## src/rtl/core/frt_pkg.sv

```systemverilog
// Shared types and constants for the fragment reassembly tracker.
// Used by frt_slot_store, frt_scan_unit and fragment_reassembly_tracker.
package frt_pkg;

    localparam int SLOT_COUNT     = 8;
    localparam int FRAGMENT_BYTES = 500;
    localparam int SLOT_W         = (SLOT_COUNT > 1) ? $clog2(SLOT_COUNT) : 1;

    localparam int NODE_W     = 8;
    localparam int SEQ_W      = 8;
    localparam int FRAG_W     = 8;
    localparam int NIB_W      = 4;
    localparam int PLEN_W     = 9;
    localparam int MASK_W     = 16;
    localparam int LEN_W      = 13;
    localparam int OUT_SLOT_W = 3;
    localparam int PROD_W     = 17;
    localparam int SUM_W      = 18;

    localparam logic [LEN_W-1:0] LEN_MAX = '1;

    typedef logic [SLOT_W-1:0] t_slot_idx;

    typedef enum logic [1:0] {
        S_IDLE,
        S_SCAN,
        S_UPDATE
    } t_state;

    typedef struct packed {
        logic [NODE_W-1:0] node;
        logic [SEQ_W-1:0]  seq;
        logic [MASK_W-1:0] mask;
        logic [LEN_W-1:0]  len;
    } t_slot_entry;

    typedef struct packed {
        logic start;
        logic step;
    } t_scan_ctl;

    typedef struct packed {
        logic      hit;
        t_slot_idx hit_slot;
        logic      free;
        t_slot_idx free_slot;
        logic      same;
        t_slot_idx same_slot;
    } t_scan_res;

endpackage

```

## src/rtl/core/frt_slot_store.sv

```systemverilog
// Reassembly slot table: node, sequence, received mask and length per slot.
// One read port, one write port. Depends on frt_pkg.
module frt_slot_store (
    input  logic                 i_clk,
    input  logic                 i_rst_n,
    input  frt_pkg::t_slot_idx   i_rd_addr,
    output frt_pkg::t_slot_entry o_rd_entry,
    input  logic                 i_we,
    input  frt_pkg::t_slot_idx   i_wr_addr,
    input  frt_pkg::t_slot_entry i_wr_entry
);

    frt_pkg::t_slot_entry r_slots [frt_pkg::SLOT_COUNT];

    always_ff @(posedge i_clk) begin
        if (!i_rst_n) begin
            for (int i = 0; i < frt_pkg::SLOT_COUNT; i++) begin
                r_slots[i] <= '0;
            end
        end else if (i_we) begin
            r_slots[i_wr_addr] <= i_wr_entry;
        end
    end

    assign o_rd_entry = r_slots[i_rd_addr];

endmodule

```

## src/rtl/core/frt_scan_unit.sv

```systemverilog
// Shared compare unit: walks the slots one per cycle and keeps the first
// exact match, first free slot and first same-node slot. Depends on frt_pkg.
module frt_scan_unit (
    input  logic                     i_clk,
    input  logic                     i_rst_n,
    input  frt_pkg::t_scan_ctl       i_ctl,
    input  logic [frt_pkg::NODE_W-1:0] i_node,
    input  logic [frt_pkg::SEQ_W-1:0]  i_seq,
    input  frt_pkg::t_slot_entry     i_entry,
    output frt_pkg::t_slot_idx       o_idx,
    output logic                     o_last,
    output frt_pkg::t_scan_res       o_res
);

    frt_pkg::t_slot_idx r_idx;
    frt_pkg::t_scan_res r_res;

    logic w_node_eq;
    logic w_seq_eq;
    logic w_mask_zero;

    assign w_node_eq   = (i_entry.node == i_node);
    assign w_seq_eq    = (i_entry.seq == i_seq);
    assign w_mask_zero = (i_entry.mask == '0);
    assign o_last      = (r_idx == frt_pkg::SLOT_W'(frt_pkg::SLOT_COUNT - 1));

    always_ff @(posedge i_clk) begin
        if (!i_rst_n) begin
            r_idx <= '0;
            r_res <= '0;
        end else if (i_ctl.start) begin
            r_idx <= '0;
            r_res <= '0;
        end else if (i_ctl.step) begin
            if (!o_last) begin
                r_idx <= r_idx + 1'b1;
            end
            if (!r_res.hit && w_node_eq && w_seq_eq) begin
                r_res.hit      <= 1'b1;
                r_res.hit_slot <= r_idx;
            end
            if (!r_res.free && w_mask_zero) begin
                r_res.free      <= 1'b1;
                r_res.free_slot <= r_idx;
            end
            if (!r_res.same && w_node_eq) begin
                r_res.same      <= 1'b1;
                r_res.same_slot <= r_idx;
            end
        end
    end

    assign o_idx = r_idx;
    assign o_res = r_res;

endmodule

```

## src/rtl/core/fragment_reassembly_tracker.sv

```systemverilog
// Fragment reassembly tracker top level: sequencer, slot update and output
// register. Depends on frt_pkg, frt_slot_store and frt_scan_unit.
//
// Input channel (i_in_valid / o_in_ready) carries one fragment header:
// source node, sequence byte, fragment byte (index low nibble, count high
// nibble) and payload length. Output channel (o_out_valid / i_out_ready)
// returns one result per header: chosen slot, payload byte offset, complete
// flag with stored packet length, and the node and sequence of the slot.
// A transfer happens when valid and ready are both high at a clock edge.
//
// Timing: after an input transfer the sequencer reads one slot per cycle
// through a single compare unit, then in the update state writes the
// chosen slot and loads the output register once that register is free.
// o_in_ready is high only while the sequencer is idle.
//
// Reset (i_rst_n low, synchronous) clears all slots to node 0, sequence 0,
// empty mask, length 0, and drops o_out_valid. If the receiver stalls, the
// result is held; the next header can still be scanned, and its update
// waits until the held result has been taken.
module fragment_reassembly_tracker (
    input  logic                              i_clk,
    input  logic                              i_rst_n,
    input  logic                              i_in_valid,
    output logic                              o_in_ready,
    input  logic [frt_pkg::NODE_W-1:0]        i_source_node,
    input  logic [frt_pkg::SEQ_W-1:0]         i_sequence_req,
    input  logic [frt_pkg::FRAG_W-1:0]        i_fragment_byte,
    input  logic [frt_pkg::PLEN_W-1:0]        i_payload_length,
    output logic                              o_out_valid,
    input  logic                              i_out_ready,
    output logic [frt_pkg::OUT_SLOT_W-1:0]    o_slot,
    output logic [frt_pkg::LEN_W-1:0]         o_byte_offset,
    output logic                              o_complete,
    output logic [frt_pkg::LEN_W-1:0]         o_packet_length,
    output logic [frt_pkg::NODE_W-1:0]        o_packet_node,
    output logic [frt_pkg::SEQ_W-1:0]         o_packet_sequence
);

    frt_pkg::t_state r_state;
    frt_pkg::t_state n_state;

    // captured header
    logic [frt_pkg::NODE_W-1:0] r_node;
    logic [frt_pkg::SEQ_W-1:0]  r_seq;
    logic [frt_pkg::FRAG_W-1:0] r_frag;
    logic [frt_pkg::PLEN_W-1:0] r_plen;

    // output register
    logic                          r_out_valid;
    logic [frt_pkg::OUT_SLOT_W-1:0] r_slot;
    logic [frt_pkg::LEN_W-1:0]     r_offset;
    logic                          r_complete;
    logic [frt_pkg::LEN_W-1:0]     r_pkt_len;
    logic [frt_pkg::NODE_W-1:0]    r_pkt_node;
    logic [frt_pkg::SEQ_W-1:0]     r_pkt_seq;

    logic                 w_accept;
    logic                 w_out_busy;
    logic                 w_upd;
    frt_pkg::t_scan_ctl   w_ctl;
    frt_pkg::t_scan_res   w_res;
    frt_pkg::t_slot_idx   w_scan_idx;
    logic                 w_scan_last;
    frt_pkg::t_slot_idx   w_sel;
    logic                 w_evict;
    frt_pkg::t_slot_idx   w_rd_addr;
    frt_pkg::t_slot_entry w_rd_entry;
    frt_pkg::t_slot_entry w_wr_entry;

    logic [frt_pkg::NIB_W-1:0]  w_idx;
    logic [frt_pkg::NIB_W-1:0]  w_cnt;
    logic                       w_last_frag;
    logic [frt_pkg::PROD_W-1:0] w_prod;
    logic [frt_pkg::SUM_W-1:0]  w_sum;
    logic [frt_pkg::LEN_W-1:0]  w_offset;
    logic [frt_pkg::LEN_W-1:0]  w_new_len;
    logic [frt_pkg::MASK_W-1:0] w_base_mask;
    logic [frt_pkg::MASK_W-1:0] w_new_mask;
    logic [frt_pkg::MASK_W:0]   w_full;
    logic                       w_done;
    logic [31:0]                w_sel_wide;

    // ---------------- sequencer ----------------
    always_ff @(posedge i_clk) begin
        if (!i_rst_n) begin
            r_state <= frt_pkg::S_IDLE;
        end else begin
            r_state <= n_state;
        end
    end

    always_comb begin
        n_state = r_state;
        case (r_state)
            frt_pkg::S_IDLE: begin
                if (i_in_valid) begin
                    n_state = frt_pkg::S_SCAN;
                end
            end
            frt_pkg::S_SCAN: begin
                if (w_scan_last) begin
                    n_state = frt_pkg::S_UPDATE;
                end
            end
            frt_pkg::S_UPDATE: begin
                if (!w_out_busy) begin
                    n_state = frt_pkg::S_IDLE;
                end
            end
            default: n_state = frt_pkg::S_IDLE;
        endcase
    end

    assign w_out_busy = r_out_valid && !i_out_ready;

    always_comb begin
        o_in_ready = 1'b0;
        w_ctl      = '0;
        w_upd      = 1'b0;
        case (r_state)
            frt_pkg::S_IDLE: begin
                o_in_ready = 1'b1;
                w_ctl.start = 1'b1;
            end
            frt_pkg::S_SCAN: begin
                w_ctl.step = 1'b1;
            end
            frt_pkg::S_UPDATE: begin
                w_upd = !w_out_busy;
            end
            default: begin
                o_in_ready = 1'b0;
            end
        endcase
    end

    assign w_accept = i_in_valid && o_in_ready;

    always_ff @(posedge i_clk) begin
        if (w_accept) begin
            r_node <= i_source_node;
            r_seq  <= i_sequence_req;
            r_frag <= i_fragment_byte;
            r_plen <= i_payload_length;
        end
    end

    // ---------------- slot scan and table ----------------
    frt_scan_unit u_scan (
        .i_clk   (i_clk),
        .i_rst_n (i_rst_n),
        .i_ctl   (w_ctl),
        .i_node  (r_node),
        .i_seq   (r_seq),
        .i_entry (w_rd_entry),
        .o_idx   (w_scan_idx),
        .o_last  (w_scan_last),
        .o_res   (w_res)
    );

    // match first, then free slot, then same node (evict), else slot 0 (evict)
    always_comb begin
        w_evict = 1'b0;
        if (w_res.hit) begin
            w_sel = w_res.hit_slot;
        end else if (w_res.free) begin
            w_sel = w_res.free_slot;
        end else if (w_res.same) begin
            w_sel   = w_res.same_slot;
            w_evict = 1'b1;
        end else begin
            w_sel   = '0;
            w_evict = 1'b1;
        end
    end

    assign w_rd_addr = (r_state == frt_pkg::S_SCAN) ? w_scan_idx : w_sel;

    frt_slot_store u_store (
        .i_clk      (i_clk),
        .i_rst_n    (i_rst_n),
        .i_rd_addr  (w_rd_addr),
        .o_rd_entry (w_rd_entry),
        .i_we       (w_upd),
        .i_wr_addr  (w_sel),
        .i_wr_entry (w_wr_entry)
    );

    // ---------------- slot update ----------------
    assign w_idx = r_frag[frt_pkg::NIB_W-1:0];
    assign w_cnt = r_frag[frt_pkg::FRAG_W-1:frt_pkg::NIB_W];

    // for the last fragment (count-1)*size equals index*size
    assign w_last_frag = (w_cnt != '0) && (w_idx == w_cnt - 1'b1);
    assign w_prod      = frt_pkg::PROD_W'(w_idx)
                       * frt_pkg::PROD_W'(frt_pkg::FRAGMENT_BYTES);
    assign w_sum       = frt_pkg::SUM_W'(w_prod) + frt_pkg::SUM_W'(r_plen);
    assign w_offset    = (w_prod > frt_pkg::PROD_W'(frt_pkg::LEN_MAX))
                       ? frt_pkg::LEN_MAX : w_prod[frt_pkg::LEN_W-1:0];
    assign w_new_len   = !w_last_frag ? w_rd_entry.len
                       : (w_sum > frt_pkg::SUM_W'(frt_pkg::LEN_MAX))
                       ? frt_pkg::LEN_MAX : w_sum[frt_pkg::LEN_W-1:0];

    assign w_base_mask = w_evict ? '0 : w_rd_entry.mask;
    assign w_new_mask  = w_base_mask | (frt_pkg::MASK_W'(1) << w_idx);
    assign w_full      = ((frt_pkg::MASK_W+1)'(1) << w_cnt) - (frt_pkg::MASK_W+1)'(1);
    assign w_done      = ({1'b0, w_new_mask} == w_full);

    always_comb begin
        w_wr_entry.node = r_node;
        w_wr_entry.seq  = r_seq;
        w_wr_entry.mask = w_done ? '0 : w_new_mask;
        w_wr_entry.len  = w_new_len;
    end

    assign w_sel_wide = 32'(w_sel);

    // ---------------- output register ----------------
    always_ff @(posedge i_clk) begin
        if (!i_rst_n) begin
            r_out_valid <= 1'b0;
        end else if (w_upd) begin
            r_out_valid <= 1'b1;
        end else if (i_out_ready) begin
            r_out_valid <= 1'b0;
        end
    end

    always_ff @(posedge i_clk) begin
        if (w_upd) begin
            r_slot     <= w_sel_wide[frt_pkg::OUT_SLOT_W-1:0];
            r_offset   <= w_offset;
            r_complete <= w_done;
            r_pkt_len  <= w_done ? w_new_len : '0;
            r_pkt_node <= r_node;
            r_pkt_seq  <= r_seq;
        end
    end

    assign o_out_valid       = r_out_valid;
    assign o_slot            = r_slot;
    assign o_byte_offset     = r_offset;
    assign o_complete        = r_complete;
    assign o_packet_length   = r_pkt_len;
    assign o_packet_node     = r_pkt_node;
    assign o_packet_sequence = r_pkt_seq;

    // ---------------- assertions ----------------
    a_accept_starts_scan: assert property (@(posedge i_clk) disable iff (!i_rst_n)
        w_accept |=> r_state == frt_pkg::S_SCAN)
        else $error("input transfer did not start slot scan");

    a_write_only_in_update: assert property (@(posedge i_clk) disable iff (!i_rst_n)
        w_upd |-> (r_state == frt_pkg::S_UPDATE && !w_out_busy))
        else $error("slot table written outside update");

    a_hit_slot_matches: assert property (@(posedge i_clk) disable iff (!i_rst_n)
        (r_state == frt_pkg::S_UPDATE && w_res.hit)
            |-> (w_rd_entry.node == r_node && w_rd_entry.seq == r_seq))
        else $error("matched slot does not hold the header node and sequence");

    a_len_zero_unless_done: assert property (@(posedge i_clk) disable iff (!i_rst_n)
        (o_out_valid && !o_complete) |-> o_packet_length == '0)
        else $error("packet length reported without completion");

endmodule
```

## config.mk

```make
export PLATFORM = sky130hd
export DESIGN_NAME = fragment_reassembly_tracker
export DESIGN_NICKNAME = d
export VERILOG_FILES = /design/src/rtl/core/frt_pkg.sv /design/src/rtl/core/frt_slot_store.sv /design/src/rtl/core/frt_scan_unit.sv /design/src/rtl/core/fragment_reassembly_tracker.sv
export SDC_FILE = /design/constraint.sdc
export NUM_CORES = 1
export LEC_CHECK = 0
export BUFFER_PORTS_ARGS = -buffer_cell sky130_fd_sc_hd__buf_2
export CELL_PAD_IN_SITES_DETAIL_PLACEMENT = 0
export CELL_PAD_IN_SITES_GLOBAL_PLACEMENT = 1
export CORE_UTILIZATION = 46
export CTS_CLUSTER_SIZE = 10
export DETAILED_ROUTE_END_ITERATION = 7
export PLACE_DENSITY_LB_ADDON = 0.1
export SYNTH_ARGS = -nofsm -noshare
export SYNTH_HDL_FRONTEND = slang
export SYNTH_SLANG_ARGS = --single-unit
```

## constraint.sdc

```tcl
create_clock -name i_clk -period 5.15 [get_ports i_clk]
set_clock_uncertainty 0.1 [all_clocks]
set_input_delay 0.2575 -clock i_clk [delete_from_list [all_inputs] [get_ports i_clk]]
set_output_delay 0.2575 -clock i_clk [all_outputs]
set_load 0.005 [all_outputs]
```

== After elaboration in Yosys (flattened, before gate mapping) ==
Memories as Yosys holds them, arrays and structs flattened.
Cells that the tools add are included.

* Add/subtract/negate cells: 4
* Multipliers: 1
* Magnitude comparators: 2
* Equal/unequal tests: 10
* Shift-type cells: 2
* Multiplexer cells: 27
* Bitwise operators: 3
* Reduce and logical (&&, ||, !) cells: 23

{| class="wikitable"
|+ Operator list
! kind !! number
|-
| 45-bit 2-to-1 mux || 1
|-
| 45-bit OR reduction || 1
|-
| 16-bit 2-to-1 mux || 2
|-
| 13-bit 2-to-1 mux || 2
|-
| 16-bit by 17-bit == test with 1-bit output || 1
|-
| 1-bit by 4-bit << shifter with 17-bit output (first input constant) || 1
|-
| 17-bit by 2-bit subtractor with 17-bit output (second input constant) || 1
|-
| 8-bit == test || 2
|-
| 16-bit zero test || 1
|-
| 16-bit bitwise OR || 1
|-
| 1-bit by 4-bit << shifter with 16-bit output (first input constant) || 1
|-
| 3-bit 2-to-1 mux || 5
|-
| 13-bit by 9-bit adder with 14-bit output || 1
|-
| 14-bit by 13-bit greater-than comparator with 1-bit output (second input constant) || 1
|-
| 13-bit greater-than comparator (second input constant) || 1
|-
| 1-bit 2-to-1 mux || 12
|-
| 4-bit by 7-bit multiplier with 11-bit output (second input constant) || 1
|-
| 2-bit 2-to-1 mux || 4
|-
| 2-bit AND reduction || 4
|-
| 1-bit logical AND || 7
|-
| 2-bit case mux with 3 select lines || 1
|-
| 1-bit zero test || 5
|-
| 4-bit == test || 1
|-
| 2-bit != test (second input constant) || 2
|-
| other kinds (12) || 13
|}

* Flip-flop bits (word level): 97
* Bits in writable memories: 360
* Input bits: 37
* Output and inout bits: 48
* Logic and storage cells: 93
* Memories: 1

{| class="wikitable"
|+ Memory list
! name !! depth !! bits a word !! rd ports !! clocked after memory_dff !! wr ports !! line !! source
|-
| u_store.r_slots || 8 || 45 || 1 || 0 || 8 || frt_slot_store.sv:13 || <nowiki>frt_pkg::t_slot_entry r_slots [frt_pkg::SLOT_COUNT];</nowiki>
|}

== Longest topological paths before layout ==
Gate-level depths: netlist of the first run.
An unclocked memory read counts as a cell.

* Depth after elaboration: 10
* Depth in mapped cells: 20
* Mapped depth without buffers: 16

== Modules after synthesis ==
Synthesis of the first run repeated with hierarchy kept, for this count alone.

* Cell total of the unflattened synthesis: 1,573
* Area total of the unflattened synthesis: 22,211.3 sq um

{| class="wikitable"
|+ Modules (own cells, without submodules)
! module !! instances !! cells an instance !! area each (sq um) !! seq. area each (sq um)
|-
| frt_slot_store || 1 || 1,020 || 16,204.3 || 10,810.4
|-
| fragment_reassembly_tracker || 1 || 466 || 5,191.2 || 2,372.3
|-
| frt_scan_unit || 1 || 87 || 815.8 || 300.3
|}

== Least setup slack after synthesis of the first run ==
Ideal clock, no wire load.

* Path type: register to register
* Start: reg r_state[0]
* End: mem u_store.r_slots[2][0] (netlist bit), enable pin
* Library setup time: 0.403 ns
* Arrival: 4.785 ns
* Required time: 4.647 ns
* Setup slack: -0.138 ns
* Cell stages (with the launch flop): 9
* Path buffers: 2
* Clock period less this slack: 5.288 ns
* Path through: dfxtp_1 -> buf_4 -> nand2b_1 -> nor2b_1 -> nand2_1 -> nor3_1 -> nand2_1 -> clkbuf_1 -> nand2_1

{| class="wikitable"
|+ RTL lines
! item !! line !! source
|-
| from (decl) || fragment_reassembly_tracker.sv:39 || <nowiki>frt_pkg::t_state r_state;</nowiki>
|-
| from (signal assigned) || fragment_reassembly_tracker.sv:86 || <nowiki>r_state <= frt_pkg::S_IDLE;</nowiki>
|-
| from (signal assigned) || fragment_reassembly_tracker.sv:88 || <nowiki>r_state <= n_state;</nowiki>
|-
| to (decl) || frt_slot_store.sv:13 ||
|}

==> results.toml, run 1 <==
[setup_path]
critPathKind = "flop to flop"
cp-end-kind = "flop"
crit_end = "u_store.r_slots[6][3]$_SDFFCE_PN0P_"
worstRegToRegCells = 15
r2r-start = "r_frag[1]$_DFFE_PP_"
rrSetupSlack_ns = 0.13
startpoint_type = "flop"
crit_start = "r_frag[1]$_DFFE_PP_"
critical_path_arrival_ns = 5.22
r2r-end = "u_store.r_slots[6][3]$_SDFFCE_PN0P_"
path_max_fanout = 11
cp.required_ns = 5.35

[placement]
dp.cells = 2600
gp_congestion = 0.922
io_buffers = 82
placed_area_um2 = 23900
dp_hpwl_um = 40200

[route]
top_layer = "met4"
routedLengthMet1_um = 29700
ant_nets = 0
met2_length_um = 31400
via_per_inst = 6.11
num_vias = 16516
routed_wl_um = 67400
drt_iter0_drc = 1590
drc = 0
drtPass1Iterations = 6
wl_per_cell_um = 24.9
dr_wl_met3_um = 4700

[logic_synthesis]
yosysSeqAreaShare_pct = 59.8
syn_area_per_cell_um2 = 11.5
synthesis.area_um2 = 22500
yosys_warnings = 0
syn_inst = 1968
postSynth.asyncResetShare_pct = 0
synth.distinct_cells = 84
synthFlopType = "edfxtp_1"
synth-edff-count = 437
ys_ff_latch = 455

[pwr]
p_leak_nw = 9.59
power_density_nw_per_um2 = 325
vdd_drop_max_v = 0.000226

[layout]
final_common_cell = "edfxtp_1"
fillCellCount = 4170
area_delta_synth_final_pct = 13.9
layout-drive-gt1-share_pct = 14.2
n_antenna_cell = 0
fin_nets = 2148
fin_area_um2 = 25700
final_cell_mix = "edfxtp_1 (437), nand2_1 (198), nor2_1 (183)"
layoutNonFillerInstCount = 2704

[sta]
max_freq_ghz = 0.199
post-route-period-util_pct = 97.4
max-slew-margin-rel_pct = 29.6
setup_viol_count_final = 0
finalCriticalPeriod_ns = 5.02
worstMarginPinSlew_ns = 1.05
slew_viol_final = 0
finalHoldViolations = 0
rsz0062_at_grt = "yes"

[clocking]
cts_setup_buffers = 0
clk_latency_ns = 0.60
clk_pin_slew_ns = 0.06
cts.root.buffer_cell = "clkbuf_16"
cts_buffers = 52
htree_levels = 2
cts.sinks = 455
tritoncts = "done"
cts_buffer_depth = 3

[grt]
overflow = 0
track_usage_pct = 27.0
grt_max_degree = 87
grt_pass1_wl_um = 101000
first_global_vias = 15979
antenna_found_initial = 0

[floorplanning]
ios = 85
start_util_pct = 46.9
rows = 80
die_w_um = 223
core_um2 = 48000
die-area_um2 = 49900
die_y_um = 223

[flow_run]
cap_viol_max_count = 0

[status]
status = "completed"

[hold_path]
hold_path_class = "primary input to flop"
==> synthesized netlist by cell type (all sizes together), types with 26 or more instances <==
cell	number	share of area, %
a21boi	40	1.3
a21oi	81	1.8
and3	179	5.0
buf	63	1.7
clkbuf	93	1.6
edfxtp	437	58
ha	30	1.7
inv	31	0.52
mux2i	42	1.9
nand2	208	3.5
nand3	76	1.7
nor2	190	3.2
nor3	130	2.9
o22ai	26	0.72
==> area by class of cell <==
cell class	instances	area (µm²)	area share [%]
multi-input cells	1327	8330	32.4
inverters	31	116	0.453
well taps	615	769	3.00
clock inverters	4	33.8	0.132
clock buffers	66	1370	5.35
repair buffers	206	1580	6.14
flip-flops and latches	455	13500	52.5
==> cells by family after synthesis <==
kind of cell / share of synthesized area [%]
mux: 3.66
simple gates: 18.8
other cells: 0.0166
compound gates: 10.1
flops: 59.8
fa+ha+maj: 2.38
buf+inv: 3.75
xor+xnor: 1.40
==> state kept, by name, summed over array words and instances (netlist names) <==
name	count
o_byte_offset	11
o_complete	1
o_out_valid	1
o_packet_length	13
o_packet_node	8
o_packet_sequence	8
o_slot	3
r_frag	8
r_node	8
r_plen	9
r_seq	8
r_state	2
u_scan.o_idx	3
u_scan.o_res	12
u_store.r_slots	360
==> power breakdown <==
group	switching, mW	internal (mW)	leakage [nW]
clock network	1.42	1.84	0.686
registers	0.0629	4.20	4.45
logic	0.542	0.301	4.45
total	2.02	6.34	9.59
==> what timing repair did <==
item                                    4_1_cts  5_1_grt
endpoints found under the hold margin        34        0
hold buffers                                 34        0
gates resized for setup                       0        4
endpoints found under the setup margin        0      137
==> per-layer routing <==
metal  vias up  GRT usage [%]
met4         0           7.93
li1       7560              -
met1      8204           38.5
met2       640           42.9
met5         -              0
met3       112           4.06
==> through the flow <==
| step | utilization [%] | hold slack (ns) | setup slack [ns] | setup TNS, ns | power (mW) |
|---|---|---|---|---|---|
| 2_1_floorplan | - | 0.256 | 0.733 | 0 | 4.81 |
| 3_3_place_gp | 49.8 | 0.334 | 0.264 | 0 | 5.13 |
| 3_5_place_dp | 49.8 | 0.336 | 0.172 | 0 | 5.14 |
| 4_1_cts | 53.4 | 0.00947 | 0.160 | 0 | 8.40 |
| 5_1_grt | 53.5 | 0.0222 | -0.143 | -2.94 | 8.61 |
| 6_report | 53.5 | 0.0378 | 0.133 | 0 | 8.36 |
==> worst max-delay path: stages, from the launching register on <==
cell      delay [ns]
edfxtp_1        0.42
fa_1            0.63
inv_1           0.11
fa_1            0.51
inv_1           0.04
ha_1            0.33
a21o_1          0.19
xor2_1          0.23
ha_1            0.33
a21oi_1         0.14
o21ai_0         0.18
and3_1          0.25
nand3_1         0.08
nand2_1         0.40
o22ai_1         0.72
nor2_1          0.09
==> how the worst min path moves through the flow <==
stage,to,depth (start not counted),start
after global placement,r_seq[6]$_DFFE_PP_,1,i_sequence_req[6]
after detailed placement,r_seq[6]$_DFFE_PP_,1,i_sequence_req[6]
after global routing,r_state[0]$_SDFFE_PN0P_,2,i_rst_n
after floorplan,r_frag[0]$_DFFE_PP_,0,i_fragment_byte[0]
final,r_state[0]$_SDFFE_PN0P_,2,i_rst_n
after CTS,r_state[0]$_SDFFE_PN0P_,2,i_rst_n
Power figures use the tool's default switching activity.
==> inputs of run 2 (changes only) <==
--- a/config.mk
+++ b/config.mk
@@ -5,13 +5,15 @@
 export SDC_FILE = /design/constraint.sdc
 export NUM_CORES = 1
 export LEC_CHECK = 0
+export ABC_AREA = 1
 export BUFFER_PORTS_ARGS = -buffer_cell sky130_fd_sc_hd__buf_2
 export CELL_PAD_IN_SITES_DETAIL_PLACEMENT = 0
 export CELL_PAD_IN_SITES_GLOBAL_PLACEMENT = 1
-export CORE_UTILIZATION = 46
+export CORE_UTILIZATION = 43
 export CTS_CLUSTER_SIZE = 10
 export DETAILED_ROUTE_END_ITERATION = 7
 export PLACE_DENSITY_LB_ADDON = 0.1
 export SYNTH_ARGS = -nofsm -noshare
 export SYNTH_HDL_FRONTEND = slang
+export SYNTH_HIERARCHICAL = 1
 export SYNTH_SLANG_ARGS = --single-unit
==> run 2 against run 1 <==
Critical path depth is 7 higher. Largest cell class unchanged. Sequential share of layout area is 1.8 points lower. Design area is 3.6% higher. Routed wire length is 0.14% higher. Sequential power is 0.9% lower. Final cell count is 35% higher. Register-to-register slack better by 0.31 ns.
==> results.toml, run 2 <==
[clocking]
ctsHoldBuffers = 36
cts_resized = 0
clk_latency_ns = 0.60
cts_buffers = 53
cts.sinks = 455
cts.root.buffer_cell = "clkbuf_16"
tritoncts = "done"
clk_pin_slew_ns = 0.06
cts_setup_buffers = 0
cts_buffer_depth = 3
htree_levels = 2

[setup_path]
critical_path_arrival_ns = 5.03
crit_chain = "fa_1 > fa_1 > ha_1 > nand2_1 > nand2_1 > o21bai_1 > xor2_1 > ha_1 > nand2_1 > nor3_1 > nand2_1 > nand3b_1 > nand2_1 > nor2_1 > nand3_1 > nand2_2 > inv_2 > nand2_1 > nand2_1 > inv_1 > inv_1 > nor2_1"
startpoint_type = "flop"
critPathKind = "flop to flop"
cp-end-kind = "flop"
crit_top_cell = "nand2_1"
critPathMaxStageDelay_ns = 0.68
cp.required_ns = 5.47
path_max_fanout = 9
cpMaxStageDelayCell = "fa_1"

[sta]
setup_viol_count_final = 0
slew_viol_final = 0
worstMarginPinSlew_ns = 1.02
layout_setup_ws_ns = 0.440
finalCriticalPeriod_ns = 4.71
setup_tns_ns = 0
finalHoldViolations = 0
post-route-period-util_pct = 91.5
max-slew-margin-rel_pct = 32.0
max_freq_ghz = 0.212
rsz0062_at_grt = "no"

[layout]
layout-drive-gt1-share_pct = 8.06
n_antenna_cell = 0
fillCellCount = 5203
final_cell_mix = "nand2_1 (822), inv_1 (555), nor2_1 (447)"
regMostFlops = "u_store/r_slots"
fin_area_um2 = 26600
largest_register_ff_count = 360
area_delta_synth_final_pct = 12.1
final_common_cell = "nand2_1"
layoutNonFillerInstCount = 3662
fin_nets = 3008

[logic_synthesis]
syn_area_per_cell_um2 = 8.40
synth_mux_area_share_pct = 0
synthesis.area_um2 = 23700
synth-edff-count = 437
synth-compound-area-share_pct = 1.37
synth_xor_area_share_pct = 0.553
yosys-top-cells-area = "edfxtp_1 (55%), nand2_1 (13%), inv_1 (8.8%)"
yosys_warnings = 6
yosysSeqAreaShare_pct = 56.8
postSynth.asyncResetShare_pct = 0
yosys.area.top_type = "edfxtp_1"
synth.distinct_cells = 35
synth_simple_gate_area_share_pct = 26.9
synth.most_common_cell = "nand2_1"
synthAdderAreaFrac_pct = 2.25
synth_top_family_by_area = "simple AND/OR/NAND/NOR gates"
yosys-top-cells-count = "nand2_1 (833), inv_1 (556), nor2_1 (447)"
synthFlopType = "edfxtp_1"
ys_ff_latch = 455
syn_inst = 2826
synth_top_area_share_pct = 55.3

[route]
num_vias = 18094
wl_per_cell_um = 18.4
drc = 0
routed_wl_um = 67500
drt_iter0_drc = 1355
via_per_inst = 4.94
ant_nets = 0
drtPass1Iterations = 6

[grt]
antenna_found_initial = 0
grt_pass1_wl_um = 103000
first_global_vias = 17641
grt_max_degree = 91
overflow = 0
track_usage_pct = 24.3

[placement]
pre_cts_slack_ns = 0.502
gp_congestion = 0.781
dp.cells = 3538
placed_area_um2 = 24800
dp_hpwl_um = 36900
io_buffers = 82

[floorplanning]
die_w_um = 237
start_util_pct = 43.8
core_um2 = 54200
rows = 85
die-area_um2 = 56200
ios = 85
die_y_um = 237

[flow_run]
cap_viol_max_count = 0

[status]
status = "completed"

[pwr]
p_leak_nw = 12.4
vdd_drop_max_v = 0.000241
power_density_nw_per_um2 = 318
p_total_mw = 8.46

[hold_path]
hold_path_class = "primary input to flop"
[run 2: final cells by class]
class,instances,area [µm²],area share [%]
clock inverter,4,32.5,0.122
multi-input combinational,1688,7430,27.9
tap,696,871,3.27
inverter,572,2150,8.08
timing repair buffer,163,1180,4.45
sequential,455,13500,50.7
clock buffer,84,1460,5.50
[run 2: path summary, 6_finish.rpt]
check | from | end | slack, ns | cells past startpoint
hold / removal | i_payload_length[8] | r_plen[8]$_DFFE_PP_ | 0.26 | 2
setup reg to reg | r_frag[1]$_DFFE_PP_ | u_store/r_slots[7][12]$_SDFFCE_PN0P_ | 0.44 | 22
setup / recovery | r_frag[1]$_DFFE_PP_ | u_store/r_slots[7][12]$_SDFFCE_PN0P_ | 0.44 | 22
hold reg to reg | r_node[1]$_DFFE_PP_ | o_packet_node[1]$_DFFE_PP_ | 0.41 | 0
[run 2: kinds of logic after synthesis]
| kind of cell | Yosys count |
|---|---|
| simple gates | 1576 |
| buf+inv | 684 |
| flops | 455 |
| compound gates | 57 |
| fa+ha+maj | 38 |
| xor+xnor | 15 |
| other cells | 1 |
[run 2: routing by layer]
| metal | global-route usage, % | share of wire [%] | vias up |
|---|---|---|---|
| met5 | 0 | 0 | - |
| met4 | 5.96 | 1.9 | 0 |
| met3 | 3.03 | 4.9 | 98 |
| met2 | 40.8 | 47 | 460 |
| met1 | 33.5 | 46 | 8650 |
| li1 | - | - | 8886 |
[run 2: power by group]
group          total (mW)  switching [mW]  internal, mW
clock                3.38            1.46          1.92
sequential           4.22          0.0451          4.17
combinational       0.862           0.591         0.271
[run 2: stage by stage]
stage	hold slack, ns	utilization [%]
finish	0.264	49.1
global route	0.244	49.1
CTS	0.231	49.1
detailed placement	0.336	45.7
global placement	0.333	45.7
floorplan	0.256	-
[run 2: critical path, delay by kind of cell, from the launching register on]
family | cells | cell delay (ns)
fa+ha+maj | 4 | 1.86
simple gates | 13 | 1.52
xor+xnor | 1 | 0.17
compound gates | 1 | 0.19
flops | 1 | 0.42
buf+inv | 3 | 0.28
